**config.mk**
```make
export PLATFORM = sky130hd
export DESIGN_NAME = color_key_run_extractor_top
export DESIGN_NICKNAME = d
export VERILOG_FILES = /design/src/sv/cke_pkg.sv /design/src/sv/cke_key_match.sv /design/src/sv/color_key_run_extractor_top.sv
export SDC_FILE = /design/constraint.sdc
export NUM_CORES = 1
export LEC_CHECK = 0
export BUFFER_PORTS_ARGS = -buffer_cell sky130_fd_sc_hd__buf_2
export CAP_MARGIN = 20
export CORE_ASPECT_RATIO = 1.1
export CORE_MARGIN = 3
export CORE_UTILIZATION = 48
export DETAILED_ROUTE_END_ITERATION = 6
export PLACE_DENSITY = 0.76
export SLEW_MARGIN = 40
export SYNTH_ARGS = -nofsm -noshare
export SYNTH_HDL_FRONTEND = slang
export SYNTH_HIERARCHICAL = 1
export SYNTH_SLANG_ARGS = --single-unit
```
**constraint.sdc**
```tcl
create_clock -name clk -period 13.2 [get_ports clk]
set_input_delay 2.64 -clock clk [delete_from_list [all_inputs] [get_ports clk]]
set_output_delay 2.64 -clock clk [all_outputs]
set_load 0.03 [all_outputs]
```
**src/sv/cke_pkg.sv**
```systemverilog
// shared types and constants for the color key run extractor
package cke_pkg;

  localparam int BYTE_W     = 8;
  localparam int NUM_BYTES  = 3;
  localparam logic [BYTE_W-1:0] BYTE_MAX = 8'hff;

  localparam int CFG_IDX_W  = 3;
  localparam int CFG_DATA_W = 13;
  localparam int FRAME_RST  = 4096;
  localparam logic [BYTE_W-1:0] KEY_RST = 8'd0;
  localparam logic [BYTE_W-1:0] TOL_RST = 8'd16;

  localparam int RUN_LEFT_W  = 12;
  localparam int RUN_RIGHT_W = 13;
  localparam int RUN_ROW_W   = 12;
  localparam int BOX_W       = 13;

  localparam int IN_TDATA_W   = 24;
  localparam int OUT_FIELDS_W = RUN_LEFT_W + RUN_RIGHT_W + RUN_ROW_W + 4 * BOX_W;
  localparam int OUT_TDATA_W  = 96;
  localparam int OUT_PAD_W    = OUT_TDATA_W - OUT_FIELDS_W;

  typedef logic [BYTE_W-1:0] byte_t;
  typedef byte_t [NUM_BYTES-1:0] pixel_t;

  typedef enum logic [CFG_IDX_W-1:0] {
    CFG_KEY0   = 3'd0,
    CFG_KEY1   = 3'd1,
    CFG_KEY2   = 3'd2,
    CFG_TOL0   = 3'd3,
    CFG_TOL1   = 3'd4,
    CFG_TOL2   = 3'd5,
    CFG_WIDTH  = 3'd6,
    CFG_HEIGHT = 3'd7
  } cfg_idx_t;

  typedef struct packed {
    logic                   run_valid;
    logic [RUN_LEFT_W-1:0]  run_left;
    logic [RUN_RIGHT_W-1:0] run_right;
    logic [RUN_ROW_W-1:0]   run_row;
    logic                   batch_end;
    logic [BOX_W-1:0]       box_left;
    logic [BOX_W-1:0]       box_top;
    logic [BOX_W-1:0]       box_right;
    logic [BOX_W-1:0]       box_bottom;
  } out_item_t;

endpackage

```
**src/sv/cke_key_match.sv**
```systemverilog
// color key window test of one pixel, opaque when any byte is outside its window
module cke_key_match import cke_pkg::*; (
  input  pixel_t pix,
  input  pixel_t key,
  input  pixel_t tol,
  output logic   opaque
);

  logic [NUM_BYTES-1:0] hit;

  always_comb begin
    logic [BYTE_W:0] sum;
    byte_t           hi;
    for (int k = 0; k < NUM_BYTES; k++) begin
      sum    = {1'b0, key[k]} + {1'b0, tol[k]};
      hi     = sum[BYTE_W] ? BYTE_MAX : sum[BYTE_W-1:0];
      hit[k] = (pix[k] >= key[k]) && (pix[k] <= hi);
    end
  end

  assign opaque = !(&hit);

endmodule

```
**src/sv/color_key_run_extractor_top.sv**
```systemverilog
// color key run extractor top level: pixel stage, run and batch tracking, result queue
//
// Pixels enter in raster order, one per clock, and every pixel is taken at full rate as
// long as results drain. An accepted pixel is held in the input register, where the color
// key test and the run and batch update are done, and its result (if any) is registered
// into the result queue before it reaches the output. A result item leaves only when an
// opaque run finishes or a batch closes (BATCH_RECTS runs, or the last pixel of a frame);
// a two-entry queue takes one more result while downstream stalls. Frame sizes are
// clamped to 1..MAX_WIDTH and 1..MAX_HEIGHT when written; configuration is taken at any
// time, one write per cycle, and must be written only while no pixel is in flight.
module color_key_run_extractor_top import cke_pkg::*; #(
  parameter int MAX_WIDTH   = 4096,
  parameter int MAX_HEIGHT  = 4096,
  parameter int BATCH_RECTS = 2000
) (
  input  logic                   clk,
  input  logic                   rst_n,
  input  logic                   cfg_valid,
  output logic                   cfg_ready,
  input  logic [CFG_IDX_W-1:0]   cfg_addr,
  input  logic [CFG_DATA_W-1:0]  cfg_data,
  input  logic                   in_tvalid,
  output logic                   in_tready,
  // pix_byte0, pix_byte1, pix_byte2
  input  logic [IN_TDATA_W-1:0]  in_tdata,
  output logic                   out_tvalid,
  input  logic                   out_tready,
  // run_left, run_right, run_row, box_left, box_top, box_right, box_bottom, zero pad
  output logic [OUT_TDATA_W-1:0] out_tdata,
  // run_valid
  output logic                   out_tuser,
  // batch_end
  output logic                   out_tlast
);

  localparam int CW  = $clog2(MAX_WIDTH);
  localparam int RW  = (MAX_HEIGHT > 1) ? $clog2(MAX_HEIGHT) : 1;
  localparam int XW  = $clog2(MAX_WIDTH + 1);
  localparam int YW  = $clog2(MAX_HEIGHT + 1);
  localparam int BCW = $clog2(BATCH_RECTS + 1);
  localparam int WLAST_RST = ((FRAME_RST > MAX_WIDTH) ? MAX_WIDTH : FRAME_RST) - 1;
  localparam int HLAST_RST = ((FRAME_RST > MAX_HEIGHT) ? MAX_HEIGHT : FRAME_RST) - 1;

  // configuration
  pixel_t        key_r, tol_r;
  logic [CW-1:0] wlast_r, wlast_wr;
  logic [RW-1:0] hlast_r, hlast_wr;

  assign cfg_ready = 1'b1;

  always_comb begin
    if (cfg_data == '0) begin
      wlast_wr = '0;
    end else if (32'(cfg_data) > 32'(MAX_WIDTH)) begin
      wlast_wr = CW'(MAX_WIDTH - 1);
    end else begin
      wlast_wr = CW'(cfg_data - CFG_DATA_W'(1));
    end
    if (cfg_data == '0) begin
      hlast_wr = '0;
    end else if (32'(cfg_data) > 32'(MAX_HEIGHT)) begin
      hlast_wr = RW'(MAX_HEIGHT - 1);
    end else begin
      hlast_wr = RW'(cfg_data - CFG_DATA_W'(1));
    end
  end

  always_ff @(posedge clk) begin
    if (!rst_n) begin
      key_r   <= {NUM_BYTES{KEY_RST}};
      tol_r   <= {NUM_BYTES{TOL_RST}};
      wlast_r <= CW'(WLAST_RST);
      hlast_r <= RW'(HLAST_RST);
    end else if (cfg_valid && cfg_ready) begin
      case (cfg_idx_t'(cfg_addr))
        CFG_KEY0:   key_r[0] <= cfg_data[BYTE_W-1:0];
        CFG_KEY1:   key_r[1] <= cfg_data[BYTE_W-1:0];
        CFG_KEY2:   key_r[2] <= cfg_data[BYTE_W-1:0];
        CFG_TOL0:   tol_r[0] <= cfg_data[BYTE_W-1:0];
        CFG_TOL1:   tol_r[1] <= cfg_data[BYTE_W-1:0];
        CFG_TOL2:   tol_r[2] <= cfg_data[BYTE_W-1:0];
        CFG_WIDTH:  wlast_r  <= wlast_wr;
        CFG_HEIGHT: hlast_r  <= hlast_wr;
        default: ;
      endcase
    end
  end

  // input register
  logic   p_valid_r;
  pixel_t p_pix_r;
  logic   p_adv;
  logic   opaque;

  always_ff @(posedge clk) begin
    if (!rst_n) begin
      p_valid_r <= 1'b0;
    end else if (in_tvalid && in_tready) begin
      p_valid_r <= 1'b1;
    end else if (p_adv) begin
      p_valid_r <= 1'b0;
    end
  end

  always_ff @(posedge clk) begin
    if (in_tvalid && in_tready) begin
      p_pix_r <= pixel_t'(in_tdata);
    end
  end

  cke_key_match u_match (
    .pix    (p_pix_r),
    .key    (key_r),
    .tol    (tol_r),
    .opaque (opaque)
  );

  // run and batch state
  logic [CW-1:0]  col_r, col_nxt;
  logic [RW-1:0]  row_r, row_nxt;
  logic           run_open_r, run_open_nxt;
  logic [CW-1:0]  run_start_r, run_start_nxt;
  logic [BCW-1:0] cnt_r, cnt_nxt;
  logic [XW-1:0]  bl_r, bl_nxt, br_r, br_nxt;
  logic [YW-1:0]  bt_r, bt_nxt, bb_r, bb_nxt;

  logic          row_end, frame_end, have_run, closing;
  logic [CW-1:0] start;
  logic [XW-1:0] r_right;
  logic [YW-1:0] r_row_ext, r_row_inc;
  logic [BCW-1:0] cnt_inc;
  logic [XW-1:0] ubl, ubr;
  logic [YW-1:0] ubt, ubb;
  out_item_t     res;

  always_comb begin
    row_end   = col_r >= wlast_r;
    frame_end = row_end && (row_r >= hlast_r);
    start     = run_open_r ? run_start_r : col_r;
    have_run  = (run_open_r || opaque) && (!opaque || row_end);
    r_right   = opaque ? XW'(col_r) + XW'(1) : XW'(col_r);
    r_row_ext = YW'(row_r);
    r_row_inc = r_row_ext + YW'(1);
    cnt_inc   = cnt_r + BCW'(have_run);
    closing   = (have_run && (cnt_inc >= BCW'(BATCH_RECTS))) || frame_end;

    ubl = bl_r;
    ubt = bt_r;
    ubr = br_r;
    ubb = bb_r;
    if (have_run) begin
      if (XW'(start) < bl_r) ubl = XW'(start);
      if (r_row_ext < bt_r)  ubt = r_row_ext;
      if (r_right > br_r)    ubr = r_right;
      if (r_row_inc > bb_r)  ubb = r_row_inc;
    end

    res           = '0;
    res.run_valid = have_run;
    res.batch_end = closing;
    if (have_run) begin
      res.run_left  = RUN_LEFT_W'(start);
      res.run_right = RUN_RIGHT_W'(r_right);
      res.run_row   = RUN_ROW_W'(row_r);
    end
    if (closing) begin
      res.box_left   = BOX_W'(ubl);
      res.box_top    = BOX_W'(ubt);
      res.box_right  = BOX_W'(ubr);
      res.box_bottom = BOX_W'(ubb);
    end

    if (closing) begin
      cnt_nxt = '0;
      bl_nxt  = XW'(MAX_WIDTH);
      bt_nxt  = YW'(MAX_HEIGHT);
      br_nxt  = '0;
      bb_nxt  = '0;
    end else begin
      cnt_nxt = cnt_inc;
      bl_nxt  = ubl;
      bt_nxt  = ubt;
      br_nxt  = ubr;
      bb_nxt  = ubb;
    end

    run_start_nxt = (opaque && !run_open_r) ? col_r : run_start_r;
    run_open_nxt  = (run_open_r || opaque) && !have_run && !row_end;
    col_nxt       = row_end ? '0 : col_r + CW'(1);
    if (frame_end) begin
      row_nxt = '0;
    end else if (row_end) begin
      row_nxt = row_r + RW'(1);
    end else begin
      row_nxt = row_r;
    end
  end

  always_ff @(posedge clk) begin
    if (!rst_n) begin
      col_r       <= '0;
      row_r       <= '0;
      run_open_r  <= 1'b0;
      run_start_r <= '0;
      cnt_r       <= '0;
      bl_r        <= XW'(MAX_WIDTH);
      bt_r        <= YW'(MAX_HEIGHT);
      br_r        <= '0;
      bb_r        <= '0;
    end else if (p_adv) begin
      col_r       <= col_nxt;
      row_r       <= row_nxt;
      run_open_r  <= run_open_nxt;
      run_start_r <= run_start_nxt;
      cnt_r       <= cnt_nxt;
      bl_r        <= bl_nxt;
      bt_r        <= bt_nxt;
      br_r        <= br_nxt;
      bb_r        <= bb_nxt;
    end
  end

  // two-entry result queue
  logic      head_valid_r, tail_valid_r;
  out_item_t head_r, tail_r;
  logic      push, pop;

  assign p_adv     = p_valid_r && (!(have_run || closing) || !tail_valid_r);
  assign push      = p_adv && (have_run || closing);
  assign pop       = head_valid_r && out_tready;
  assign in_tready = !p_valid_r || p_adv;

  always_ff @(posedge clk) begin
    if (!rst_n) begin
      head_valid_r <= 1'b0;
      tail_valid_r <= 1'b0;
    end else if (!head_valid_r || pop) begin
      if (tail_valid_r) begin
        head_valid_r <= 1'b1;
        tail_valid_r <= push;
      end else begin
        head_valid_r <= push;
      end
    end else if (push) begin
      tail_valid_r <= 1'b1;
    end
  end

  always_ff @(posedge clk) begin
    if (!head_valid_r || pop) begin
      if (tail_valid_r) begin
        head_r <= tail_r;
        if (push) begin
          tail_r <= res;
        end
      end else if (push) begin
        head_r <= res;
      end
    end else if (push) begin
      tail_r <= res;
    end
  end

  assign out_tvalid = head_valid_r;
  assign out_tuser  = head_r.run_valid;
  assign out_tlast  = head_r.batch_end;
  assign out_tdata  = {OUT_PAD_W'(0), head_r.box_bottom, head_r.box_right, head_r.box_top,
                       head_r.box_left, head_r.run_row, head_r.run_right, head_r.run_left};

  // checks
  a_queue_order: assert property (@(posedge clk) disable iff (!rst_n)
    tail_valid_r |-> head_valid_r)
    else $error("result queue tail valid without head");

  a_item_content: assert property (@(posedge clk) disable iff (!rst_n)
    out_tvalid |-> (head_r.run_valid || head_r.batch_end))
    else $error("result item carries neither run nor batch close");

  a_batch_count: assert property (@(posedge clk) disable iff (!rst_n)
    cnt_r < BCW'(BATCH_RECTS))
    else $error("batch count reached limit without close");

  a_run_order: assert property (@(posedge clk) disable iff (!rst_n)
    (out_tvalid && head_r.run_valid) |-> (RUN_RIGHT_W'(head_r.run_left) < head_r.run_right))
    else $error("run right edge not beyond left edge");

  a_no_push_full: assert property (@(posedge clk) disable iff (!rst_n)
    (push && tail_valid_r) |-> (!head_valid_r || pop))
    else $error("result pushed into full queue");

endmodule

```
---- Word level (Yosys, flattened, before mapping) ----
Cells that the tools add are included.
word-level totals
  register bits ........................... 381
  bits of input ports ..................... 45
  output and inout bits ................... 101
  logic and storage cells ................. 154
operators by class
  add/sub/neg operators ................... 9
  $lt $le $gt $ge ......................... 14
  equal/unequal tests ..................... 8
  multiplexer cells ....................... 36
  reduce and logical (&&, ||, !) cells .... 46
operator list
  cell                   number
  $mux 91                5
  $mux 13                13
  $mux 12                6
  $mux 52                1
  $mux 37                1
  $add 8x8->9            3
  $add 12x1->13 const B  2
  $gt 13x13->1           2
  $lt 12x13->1           2
  $add 12x1->12 const B  2
  $ge 12x12->1           2
  $ge 8x8->1             3
  $le 8x8->1             3
  $mux 8                 3
  $reduce_and 2->1       11
  $gt 13x13->1 const B   1
  $logic_and 1x1->1      13
  $logic_not 13->1       1
  $eq 3x3->1 const B     4
  $sub 12x1->12 const B  1
  $add 11x1->11          1
  $ge 11x11->1 const B   1
  $mux 11                1
  $logic_not 1->1        8
  other kinds (8)        23

---- Depth between registers and ports, before layout ----
Gate-level depths: netlist of run 1.
  depth after elaboration ................. 20
  gate-level depth with buffers ........... 31
  gate-level depth less buffers ........... 27

---- Hierarchy ----
Netlist of run 1, hierarchy kept.
modules (own cells, without submodules)
  module                       instances  cells each  area each (µm²)  sequential area each (µm²)
  color_key_run_extractor_top  1          1802        18137.4          9689.3
  cke_key_match                1          268         2054.5           0.0

---- Worst setup path before layout of run 1 ----
Ideal clock, no wire load.
  path kind ............................... register to register
  from .................................... register, netlist name key_r[0]
  to ...................................... register tail_r[0] in the netlist's numbering, enable pin
  setup time .............................. 0.653 ns
  arrival time ............................ 10.240 ns
  required time ........................... 12.547 ns
  path slack .............................. 2.308 ns
  cell stages (with the launch flop) ...... 20
  path buffers ............................ 0
  period minus slack after synthesis ...... 10.892 ns
  cell sequence ........................... dfxtp_1 > ha_1 > fa_1 > a211oi_1 > o21bai_1 > a21oi_1 > nand2_1 > mux2_2 > nor3_1 > ha_1 > nand2_1 > nor2_8 > a2111oi_2 > o22ai_1 > or4b_1 > mux2_2 > a21oi_4 > o21ai_0 > nand2_1 > nor3_1
RTL lines
  element               line                                text
  end signal, assigned  color_key_run_extractor_top.sv:254  tail_r <= res;
  end signal, assigned  color_key_run_extractor_top.sv:260  tail_r <= res;
  end, declared         color_key_run_extractor_top.sv:225  out_item_t head_r, tail_r;

---- Final worst setup path of run 1 ----
  from .................................... register key_r[0] in the netlist's numbering
  to ...................................... output port in_tready
on the way
  word-level cells in the longest chain between the ends .. 17
  elaborated cells on any way between the ends .. 19
  those cells by class .................... 2 x add/sub; 3 x order compare; 1 x mux; 13 x reduce/logical
RTL lines
  element                 line                                text
  start, declared         color_key_run_extractor_top.sv:45   pixel_t key_r, tol_r;
  start signal, assigned  color_key_run_extractor_top.sv:70   key_r <= {NUM_BYTES{KEY_RST}};
  $add 8x8->9             cke_key_match.sv:15                 sum = {1'b0, key[k]} + {1'b0, tol[k]};
  $mux 8                  cke_key_match.sv:16                 hi = sum[BYTE_W] ? BYTE_MAX : sum[BYTE_W-1:0];
  $le 8x8->1              cke_key_match.sv:17                 hit[k] = (pix[k] >= key[k]) && (pix[k] <= hi);
  $logic_and 1x1->1 *     cke_key_match.sv:17
  $reduce_and 3->1 *      cke_key_match.sv:21                 assign opaque = !(&hit);
  $logic_not 1->1 *       cke_key_match.sv:21
  net opaque              color_key_run_extractor_top.sv:93   logic opaque;
  $logic_or 1x1->1 *      color_key_run_extractor_top.sv:140  have_run = (run_open_r || opaque) && (!opaque || row_end);
  [2 not listed]          n/a
  $ge 11x11->1            color_key_run_extractor_top.sv:145  closing = (have_run && (cnt_inc >= BCW'(BATCH_RECTS))) || frame_end;
  $logic_and 1x1->1       color_key_run_extractor_top.sv:145
  $logic_or 1x1->1        color_key_run_extractor_top.sv:145
  $logic_or 1x1->1 *      color_key_run_extractor_top.sv:228  assign p_adv = p_valid_r && (!(have_run || closing) || !tail_valid_r);
  $logic_not 1->1 *       color_key_run_extractor_top.sv:228
  $logic_or 1x1->1 *      color_key_run_extractor_top.sv:228
  $logic_and 1x1->1 *     color_key_run_extractor_top.sv:228
  $logic_or 1x1->1 *      color_key_run_extractor_top.sv:231  assign in_tready = !p_valid_r || p_adv;
  end, declared           color_key_run_extractor_top.sv:23   output logic in_tready,
The timed path passes the listed nets; every way through them passes the cells marked *.

==> results of run 1 <==
cell usage in the layout, fill, tap and decap left out, drive strengths merged, types with 32 or more instances in the layout:
cell type / count
buf: 161
edfxtp: 206
nand3: 42
o211ai: 42
o31ai: 66
a21oi: 120
nor2: 160
mux2i: 81
o32ai: 47
clkbuf: 55
inv: 158
xnor2: 32
ha: 150
dfxtp: 175
o21ai: 77
nand2: 306
state kept, by name, indices dropped and copies added, names as in the netlist, 11 cells and up:
register and count:
cnt_r 11, tol_r 24, col_r 12, bt_r 13
row_r 12, tail_r 91, wlast_r 12, hlast_r 12
bl_r 13, out_tdata 89, p_pix_r 24, br_r 13
key_r 24, run_start_r 12, bb_r 13
where the power goes:
| group | leakage [µW] | internal (µW) | switching (µW) | total, µW |
|---|---|---|---|---|
| clock network | 0.000651 | 695 | 463 | 1160 |
| registers | 0.00366 | 1250 | 13.3 | 1270 |
| logic | 0.00495 | 46.6 | 84.4 | 131 |
worst paths after layout:
kind / from / to / slack [ns] / cells past startpoint
setup / recovery: key_r[0] / in_tready / 4.03 / 20
hold / removal: run_start_r[7] / run_start_r[7] / 0.46 / 2
setup reg to reg: key_r[0] / bb_r[8] / 4.57 / 29
hold reg to reg: run_start_r[7] / run_start_r[7] / 0.46 / 2
per-layer routing:
layer	track usage [%]	wire length, µm	share of wire, %
met1	28.0	20500	43
met2	35.4	23300	48
met3	3.63	3220	6.7
met4	6.35	1170	2.4
met5	0	47	0.097
kinds of logic after synthesis:
kind of cell | count (synthesis)
multiplexers | 92
AO/OA/AOI/OAI | 470
AND/OR/NAND/NOR | 642
other | 2
flip-flops | 381
adder cells (fa/ha/maj) | 154
buffers and inverters | 285
XOR/XNOR | 44
tightest hold or removal path: cells and delay by family, from the launching register on:
kind,cells,cell delay (ns)
AND/OR/NAND/NOR,1,0.05
flip-flops,1,0.31
multiplexers,1,0.05
metrics by stage:
step / setup WS, ns / util, % / hold slack [ns] / area, µm²
2_1_floorplan: 2.31 / - / 0.434 / 20200
3_3_place_gp: 4.83 / 51.1 / 0.442 / 21200
3_5_place_dp: 4.69 / 51.3 / 0.449 / 21200
4_1_cts: 4.07 / 54.5 / 0.460 / 22600
5_1_grt: 3.65 / 54.6 / 0.473 / 22600
6_report: 4.03 / 54.6 / 0.459 / 22600
cell type report:
cell class / instances / share of cell area, %
Multi-Input combinational cell: 1410 / 41.5
Inverter: 158 / 2.63
Tap cell: 560 / 3.10
Clock buffer: 54 / 4.80
Clock inverter: 19 / 1.14
Timing Repair Buffer: 162 / 3.95
Sequential cell: 381 / 42.9
==> flow_summary.html, run 1 <==
<table>
<tr><th>Metric</th><th>Value</th></tr>
<tr><th colspan="2">Power and ir drop</th></tr>
<tr><td>Peak supply drop</td><td>0.0889 mV</td></tr>
<tr><td>Static leakage</td><td>0.00926 µW</td></tr>
<tr><td>Power density over the cells</td><td>about 110 mW/mm²</td></tr>
<tr><td>Total power</td><td>2550 µW</td></tr>
<tr><th colspan="2">CTS</th></tr>
<tr><td>CTS Buffer Depth</td><td>3</td></tr>
<tr><td>Clock sink total</td><td>approximately 380</td></tr>
<tr><td>Insertion delay to the later sink of the worst-skew pair</td><td>0.56 ns</td></tr>
<tr><td>Number of levels the H-tree was split into</td><td>2</td></tr>
<tr><td>Gates resized, CTS repair</td><td>0</td></tr>
<tr><td>Cell at the root of the clock tree</td><td>sky130_fd_sc_hd__clkbuf_16</td></tr>
<tr><td>TritonCTS clock tree</td><td>done</td></tr>
<tr><td>Post-cts hold buffer count</td><td>0</td></tr>
<tr><td>Clock-pin slew reported for the worst setup and hold paths after clock tree synthesis</td><td>roughly 0.06 ns</td></tr>
<tr><td>Post-CTS Setup Repair Bufs</td><td>0</td></tr>
<tr><td>Number of buffers created by CTS</td><td>40</td></tr>
<tr><th colspan="2">Final layout</th></tr>
<tr><td>Number of fillers in the final layout</td><td>3,611</td></tr>
<tr><td>Number of non-filler instances in the completed layout</td><td>around 2,700</td></tr>
<tr><td>Final antenna diode count</td><td>0</td></tr>
<tr><td>Final net count</td><td>2,351</td></tr>
<tr><td>Multi-input gate area in the final layout</td><td>0.00937 mm²</td></tr>
<tr><td>Fraction of layout instances using a drive strength above 1</td><td>a little under an eighth</td></tr>
<tr><td>Area growth from synthesis to layout</td><td>11.9%</td></tr>
<tr><td>Sequential cell area</td><td>0.00969 mm²</td></tr>
<tr><th colspan="2">Logic synthesis</th></tr>
<tr><td>Number of different library cells in the post-synthesis netlist</td><td>76</td></tr>
<tr><td>Summed instance area of the synthesized netlist</td><td>0.0202 mm²</td></tr>
<tr><td>Main area contributors after synthesis</td><td>sky130_fd_sc_hd__edfxtp_1, sky130_fd_sc_hd__dfxtp_1, sky130_fd_sc_hd__ha_1, sky130_fd_sc_hd__nand2_1, sky130_fd_sc_hd__mux2i_1</td></tr>
<tr><td>Post-synthesis xor/xnor area fraction</td><td>1.91%</td></tr>
<tr><td>Post-synthesis cell count</td><td>2,070</td></tr>
<tr><td>Yosys warnings</td><td>6</td></tr>
<tr><td>Fraction of synthesized cell area taken by the top area cell type</td><td>between 30% and 40%</td></tr>
<tr><td>Largest family of logic cells by synthesized area</td><td>compound AO/OA/AOI/OAI gates</td></tr>
<tr><td>Synth cell count leaders</td><td>sky130_fd_sc_hd__nand2_1, sky130_fd_sc_hd__edfxtp_1, sky130_fd_sc_hd__dfxtp_1, sky130_fd_sc_hd__nor2_1, sky130_fd_sc_hd__inv_1</td></tr>
<tr><td>Cell type with the highest aggregate area in the netlist</td><td>sky130_fd_sc_hd__edfxtp_1</td></tr>
<tr><td>Compound-Gate Fraction of Synth Area</td><td>15.7%</td></tr>
<tr><td>Area share of and/or/nand/nor cells after synthesis</td><td>14.1%</td></tr>
<tr><td>Most used flip-flop cell after synthesis</td><td>sky130_fd_sc_hd__edfxtp_1</td></tr>
<tr><td>Mapped Avg Cell Area</td><td>~9.8 µm²</td></tr>
<tr><td>Number of enable-type register cells in the synthesized netlist</td><td>between 200 and 250</td></tr>
<tr><td>Dominant cell by count in the synthesized netlist</td><td>sky130_fd_sc_hd__nand2_1</td></tr>
<tr><td>Flops &amp; latches, synth</td><td>381</td></tr>
<tr><td>Ys async rst share</td><td>0%</td></tr>
<tr><td>Multiplexer share of the synthesized area</td><td>under 10%</td></tr>
<tr><td>Adder-cell area share of the yosys netlist</td><td>under 10%</td></tr>
<tr><td>Share of the yosys chip area belonging to registers</td><td>48.0%</td></tr>
<tr><th colspan="2">Global routing</th></tr>
<tr><td>Pin count of the biggest net entering global routing</td><td>92</td></tr>
<tr><td>Global-route wire length before repair</td><td>77.9 mm</td></tr>
<tr><td>Total routing usage reported by global routing</td><td>about a fifth</td></tr>
<tr><td>Via count of the first global-routing pass</td><td>15,000</td></tr>
<tr><td>Remaining Overflow, GRT</td><td>0</td></tr>
<tr><td>Antenna violations before repair</td><td>3</td></tr>
<tr><th colspan="2">Timing</th></tr>
<tr><td>Worst-case clock skew</td><td>0.0231 ns</td></tr>
<tr><td>Final worst path period share</td><td>69.5%</td></tr>
<tr><td>Final Hold Viols</td><td>0</td></tr>
<tr><td>Max-slew headroom</td><td>~48%</td></tr>
<tr><td>Sum of negative setup slack</td><td>0 ns</td></tr>
<tr><td>Count of final max-slew check failures</td><td>0</td></tr>
<tr><td>Unrepaired setup endpoints after global routing</td><td>no</td></tr>
<tr><td>Maximum frequency from static timing analysis</td><td>approximately 110 MHz</td></tr>
<tr><td>Slew @ Worst Pin</td><td>0.777 ns</td></tr>
<tr><td>Time the final worst path needs with I/O delays and setup</td><td>9.17 ns</td></tr>
<tr><td>Final setup violation count</td><td>0</td></tr>
<tr><th colspan="2">Critical path</th></tr>
<tr><td>Worst path cell trace</td><td>ha_1 &gt; fa_1 &gt; a211oi_1 &gt; o21bai_1 &gt; a21oi_1 &gt; o21ai_1 &gt; nor2_1 &gt; ha_1 &gt; nor2b_4 &gt; o211ai_2 &gt; a21oi_1 &gt; a2111oi_2 &gt; o22ai_1 &gt; or4b_1 &gt; mux2_2 &gt; a21oi_4 &gt; buf_4 &gt; o21ai_0 &gt; nand3_1 &gt; buf_2</td></tr>
<tr><td>Signal arrival time at the worst endpoint</td><td>between 6 and 7 ns</td></tr>
<tr><td>Kind of cell adding the most delay to the critical path</td><td>compound AO/OA/AOI/OAI gates</td></tr>
<tr><td>Required time worst endpoint</td><td>between 10 and 15 ns</td></tr>
<tr><td>Startpoint kind of the worst setup timing path</td><td>register</td></tr>
<tr><td>Highest fanout seen on the critical path</td><td>50</td></tr>
<tr><td>Crit path buf inv count</td><td>2</td></tr>
<tr><td>Crit-path slowest cell</td><td>sky130_fd_sc_hd__or4b_1</td></tr>
<tr><td>Slowest Stage Delay on Critical Path</td><td>0.86 ns</td></tr>
<tr><td>Crit path capture type</td><td>primary output</td></tr>
<tr><td>Startpoint-to-endpoint class of the critical path</td><td>reg2out</td></tr>
<tr><th colspan="2">Outcome</th></tr>
<tr><td>Outcome</td><td>finished, final reports clean</td></tr>
<tr><th colspan="2">Placement</th></tr>
<tr><td>IO Port Bufs</td><td>approximately 140</td></tr>
<tr><td>Final Wtd Congestion</td><td>0.938</td></tr>
<tr><td>Number of placed instances with taps included</td><td>2,669</td></tr>
<tr><td>Placed wire-length estimate</td><td>33.9 mm</td></tr>
<tr><th colspan="2">Worst hold path</th></tr>
<tr><td>Type of the worst min-delay path</td><td>reg2reg</td></tr>
<tr><th colspan="2">Floorplan</th></tr>
<tr><td>Core Footprint</td><td>a little over 0.04 mm²</td></tr>
<tr><td>Die Ht</td><td>221 µm</td></tr>
<tr><td>Site row count</td><td>78</td></tr>
<tr><td>Area of the die</td><td>0.0446 mm²</td></tr>
<tr><td>Die Wd</td><td>202 µm</td></tr>
<tr><td>Initial Utilization</td><td>48.8%</td></tr>
<tr><td>Boundary Pins</td><td>146</td></tr>
<tr><th colspan="2">Detailed routing</th></tr>
<tr><td>Total Wirelength</td><td>48.3 mm</td></tr>
<tr><td>Vias</td><td>15,700</td></tr>
<tr><td>Router iterations before antenna repair</td><td>7</td></tr>
<tr><td>Violation count after the first detailed-routing iteration</td><td>about 1,200</td></tr>
<tr><td>Number of nets still failing antenna checks after routing</td><td>0</td></tr>
<tr><td>Final routed wire length divided by cell count</td><td>17.6 µm</td></tr>
<tr><td>Number of remaining DRC errors</td><td>0</td></tr>
<tr><td>Average vias per placed instance</td><td>5.73</td></tr>
<tr><th colspan="2">Job</th></tr>
<tr><td>MaxCap Viol Count</td><td>0</td></tr>
</table>
Note: power is estimated with default switching activity, not from simulation.
==> run 2, diff against run 1 <==
clock period = 8.7 ns   (was 13.2 ns; I/O delays follow)
==> run 2 against run 1 <==
Against the previous run:
- count of clock-buffer cells in the layout up 1
- final area hardly changed
- wire length increased by 0.27%
- critical endpoint is now out_tdata[69]
- critical path depth increased by 7
- first-iteration DRC count fell by 1.8%
- largest power group unchanged
- sequential cell count unchanged
==> flow_summary.html, run 2 (synthesis gave the netlist of run 1 again) <==
<table>
<tr><th>Metric</th><th>Value</th></tr>
<tr><th colspan="2">Floorplan</th></tr>
<tr><td>Area of the die</td><td>0.0446 mm²</td></tr>
<tr><td>Initial Utilization</td><td>48.8%</td></tr>
<tr><td>Die Ht</td><td>221 µm</td></tr>
<tr><td>Boundary Pins</td><td>146</td></tr>
<tr><td>Die Wd</td><td>202 µm</td></tr>
<tr><td>Site row count</td><td>78</td></tr>
<tr><td>Core Footprint</td><td>0.0414 mm²</td></tr>
<tr><th colspan="2">Critical path</th></tr>
<tr><td>Startpoint kind of the worst setup timing path</td><td>register</td></tr>
<tr><td>Worst reg2reg setup slack</td><td>a little over 0.9 ns</td></tr>
<tr><td>Crit path capture type</td><td>register</td></tr>
<tr><td>Depth of the worst register-to-register path</td><td>27</td></tr>
<tr><td>Startpoint-to-endpoint class of the critical path</td><td>reg2reg</td></tr>
<tr><td>Crit. Startpoint</td><td>key_r[16]</td></tr>
<tr><td>Worst reg2reg startpoint</td><td>key_r[16]</td></tr>
<tr><td>Highest fanout seen on the critical path</td><td>between 50 and 60</td></tr>
<tr><td>Signal arrival time at the worst endpoint</td><td>8.18 ns</td></tr>
<tr><td>Critical register-to-register path endpoint</td><td>out_tdata[69]</td></tr>
<tr><td>End point of the critical path</td><td>out_tdata[69]</td></tr>
<tr><td>Required time worst endpoint</td><td>9.08 ns</td></tr>
<tr><th colspan="2">Timing</th></tr>
<tr><td>Final Hold Viols</td><td>0</td></tr>
<tr><td>Worst Setup Slack, final</td><td>0.908 ns</td></tr>
<tr><td>Count of final max-slew check failures</td><td>0</td></tr>
<tr><td>Unrepaired setup endpoints after global routing</td><td>no</td></tr>
<tr><td>Slew @ Worst Pin</td><td>about 0.86 ns</td></tr>
<tr><td>Sum of negative setup slack</td><td>0 ns</td></tr>
<tr><td>Final setup violation count</td><td>0</td></tr>
<tr><td>Final worst path period share</td><td>89.6%</td></tr>
<tr><td>Maximum frequency from static timing analysis</td><td>~130 MHz</td></tr>
<tr><td>Time the final worst path needs with I/O delays and setup</td><td>7.79 ns</td></tr>
<tr><td>Max-slew headroom</td><td>roughly 42%</td></tr>
<tr><td>Fin Hold WS</td><td>~0.46 ns</td></tr>
<tr><td>Worst-case clock skew</td><td>approximately 0.013 ns</td></tr>
<tr><th colspan="2">CTS</th></tr>
<tr><td>Post-cts hold buffer count</td><td>0</td></tr>
<tr><td>Gates resized, CTS repair</td><td>0</td></tr>
<tr><td>Clock-pin slew reported for the worst setup and hold paths after clock tree synthesis</td><td>0.06 ns</td></tr>
<tr><td>Post-CTS Setup Repair Bufs</td><td>0</td></tr>
<tr><td>Insertion delay to the later sink of the worst-skew pair</td><td>0.56 ns</td></tr>
<tr><td>Cell at the root of the clock tree</td><td>sky130_fd_sc_hd__clkbuf_16</td></tr>
<tr><td>Number of buffers created by CTS</td><td>40</td></tr>
<tr><td>TritonCTS clock tree</td><td>done</td></tr>
<tr><td>CTS Buffer Depth</td><td>3</td></tr>
<tr><td>Clock sink total</td><td>approximately 380</td></tr>
<tr><td>Number of levels the H-tree was split into</td><td>2</td></tr>
<tr><th colspan="2">Final layout</th></tr>
<tr><td>Most common library cell in the layout ignoring fill and taps</td><td>sky130_fd_sc_hd__nand2_1</td></tr>
<tr><td>Number of non-filler instances in the completed layout</td><td>between 2,000 and 3,000</td></tr>
<tr><td>Most flops, register</td><td>tail_r</td></tr>
<tr><td>Final antenna diode count</td><td>0</td></tr>
<tr><td>Number of flip-flops in the largest register</td><td>91</td></tr>
<tr><td>Fraction of layout instances using a drive strength above 1</td><td>12.1%</td></tr>
<tr><td>Area growth from synthesis to layout</td><td>11.8%</td></tr>
<tr><td>Top library cells by usage in the layout, fill and taps aside</td><td>sky130_fd_sc_hd__nand2_1, sky130_fd_sc_hd__edfxtp_1, sky130_fd_sc_hd__dfxtp_1, sky130_fd_sc_hd__nor2_1, sky130_fd_sc_hd__inv_1</td></tr>
<tr><td>Final net count</td><td>between 2,000 and 2,500</td></tr>
<tr><th colspan="2">Worst hold path</th></tr>
<tr><td>Type of the worst min-delay path</td><td>reg2reg</td></tr>
<tr><th colspan="2">Global routing</th></tr>
<tr><td>Global-route wire length before repair</td><td>78.9 mm</td></tr>
<tr><td>Pin count of the biggest net entering global routing</td><td>92</td></tr>
<tr><td>Antenna violations before repair</td><td>3</td></tr>
<tr><td>Remaining Overflow, GRT</td><td>0</td></tr>
<tr><td>Via count of the first global-routing pass</td><td>15,300</td></tr>
<tr><td>Total routing usage reported by global routing</td><td>21.3%</td></tr>
<tr><th colspan="2">Detailed routing</th></tr>
<tr><td>Number of remaining DRC errors</td><td>0</td></tr>
<tr><td>Average vias per placed instance</td><td>5.74</td></tr>
<tr><td>Total Wirelength</td><td>48.4 mm</td></tr>
<tr><td>Vias</td><td>15,800</td></tr>
<tr><td>Number of nets still failing antenna checks after routing</td><td>0</td></tr>
<tr><td>Router iterations before antenna repair</td><td>6</td></tr>
<tr><td>Violation count after the first detailed-routing iteration</td><td>1,169</td></tr>
<tr><td>Final routed wire length divided by cell count</td><td>17.6 µm</td></tr>
<tr><th colspan="2">Power and ir drop</th></tr>
<tr><td>Peak supply drop</td><td>approximately 0.16 mV</td></tr>
<tr><td>Static leakage</td><td>0.00921 µW</td></tr>
<tr><td>Power density over the cells</td><td>168 mW/mm²</td></tr>
<tr><th colspan="2">Placement</th></tr>
<tr><td>Worst-case setup slack after placement</td><td>0.975 ns</td></tr>
<tr><td>Final Wtd Congestion</td><td>0.953</td></tr>
<tr><td>Placed wire-length estimate</td><td>34.1 mm</td></tr>
<tr><td>IO Port Bufs</td><td>between 100 and 150</td></tr>
<tr><td>Number of placed instances with taps included</td><td>about 2,700</td></tr>
<tr><th colspan="2">Job</th></tr>
<tr><td>MaxCap Viol Count</td><td>0</td></tr>
<tr><th colspan="2">Outcome</th></tr>
<tr><td>Outcome</td><td>finished, final reports clean</td></tr>
</table>
[run 2: cell types whose count changed in the layout (fill, tap and decap cells not counted), sizes merged]
cell and change:
buf +6, bufinv -3, clkinvlp +1
[run 2: stage by stage]
step	total power [µW]	cell area (µm²)	utilization (%)
2_1_floorplan	2090	20200	-
3_3_place_gp	2140	21200	51.3
3_5_place_dp	2150	21300	51.4
4_1_cts	3820	22500	54.4
5_1_grt	3920	22600	54.6
6_report	3790	22600	54.6
[run 2: how the worst min path moves through the flow]
stage,cells after the start,end,from,slack [ns]
floorplan,2,run_start_r[0],run_start_r[0],0.43
CTS,2,run_start_r[10],run_start_r[10],0.46
finish,2,run_start_r[5],run_start_r[5],0.46
detailed placement,2,run_start_r[10],run_start_r[10],0.45
global route,2,run_start_r[4],run_start_r[4],0.48
global placement,2,run_start_r[2],run_start_r[2],0.44
[run 2: layout make-up]
cell class	instances	area [µm²]
clock buffer	55	1090
tap	560	701
clock inverter	17	180
timing repair buffer	167	950
fill	3547	18800
inverter	158	594
multi-input combinational	1410	9370
sequential	381	9690
[run 2: critical path: stages, from the launching register on]
cell and delay, ns:
sky130_fd_sc_hd__dfxtp_1 0.33, sky130_fd_sc_hd__ha_1 0.25, sky130_fd_sc_hd__fa_1 0.43, sky130_fd_sc_hd__a211oi_1 0.28, sky130_fd_sc_hd__o21bai_1 0.11, sky130_fd_sc_hd__a21oi_1 0.28
sky130_fd_sc_hd__o21ai_1 0.23, sky130_fd_sc_hd__nor2_1 0.16, sky130_fd_sc_hd__ha_1 0.26, sky130_fd_sc_hd__nor2b_1 0.14, sky130_fd_sc_hd__o211ai_2 0.13, sky130_fd_sc_hd__a21oi_1 0.09
sky130_fd_sc_hd__a2111oi_1 0.38, sky130_fd_sc_hd__o22ai_1 0.12, sky130_fd_sc_hd__or4b_1 0.89, sky130_fd_sc_hd__mux2_2 0.39, sky130_fd_sc_hd__a21oi_4 0.05, sky130_fd_sc_hd__inv_2 0.36
sky130_fd_sc_hd__ha_1 0.28, sky130_fd_sc_hd__ha_1 0.19, sky130_fd_sc_hd__and3_1 0.23, sky130_fd_sc_hd__nand3_2 0.12, sky130_fd_sc_hd__or3_4 0.36, sky130_fd_sc_hd__a2111oi_4 0.43
sky130_fd_sc_hd__a22oi_2 0.14, sky130_fd_sc_hd__buf_4 0.34, sky130_fd_sc_hd__or2_4 0.42, sky130_fd_sc_hd__o21ai_0 0.22
[run 2: metal layers]
layer | vias to the layer above | track usage, % | part of all wire (%)
li1 | 7590 | - | -
met1 | 7511 | 28.0 | 42
met2 | 554 | 36.1 | 48
met3 | 101 | 3.90 | 6.8
met4 | 6 | 6.35 | 2.5
met5 | - | 0 | 0.085
[run 2: report_power, final]
group | internal (µW) | switching [µW]
clock | 968 | 702
sequential | 1900 | 15.9
combinational | 71.6 | 129
total | 2940 | 847
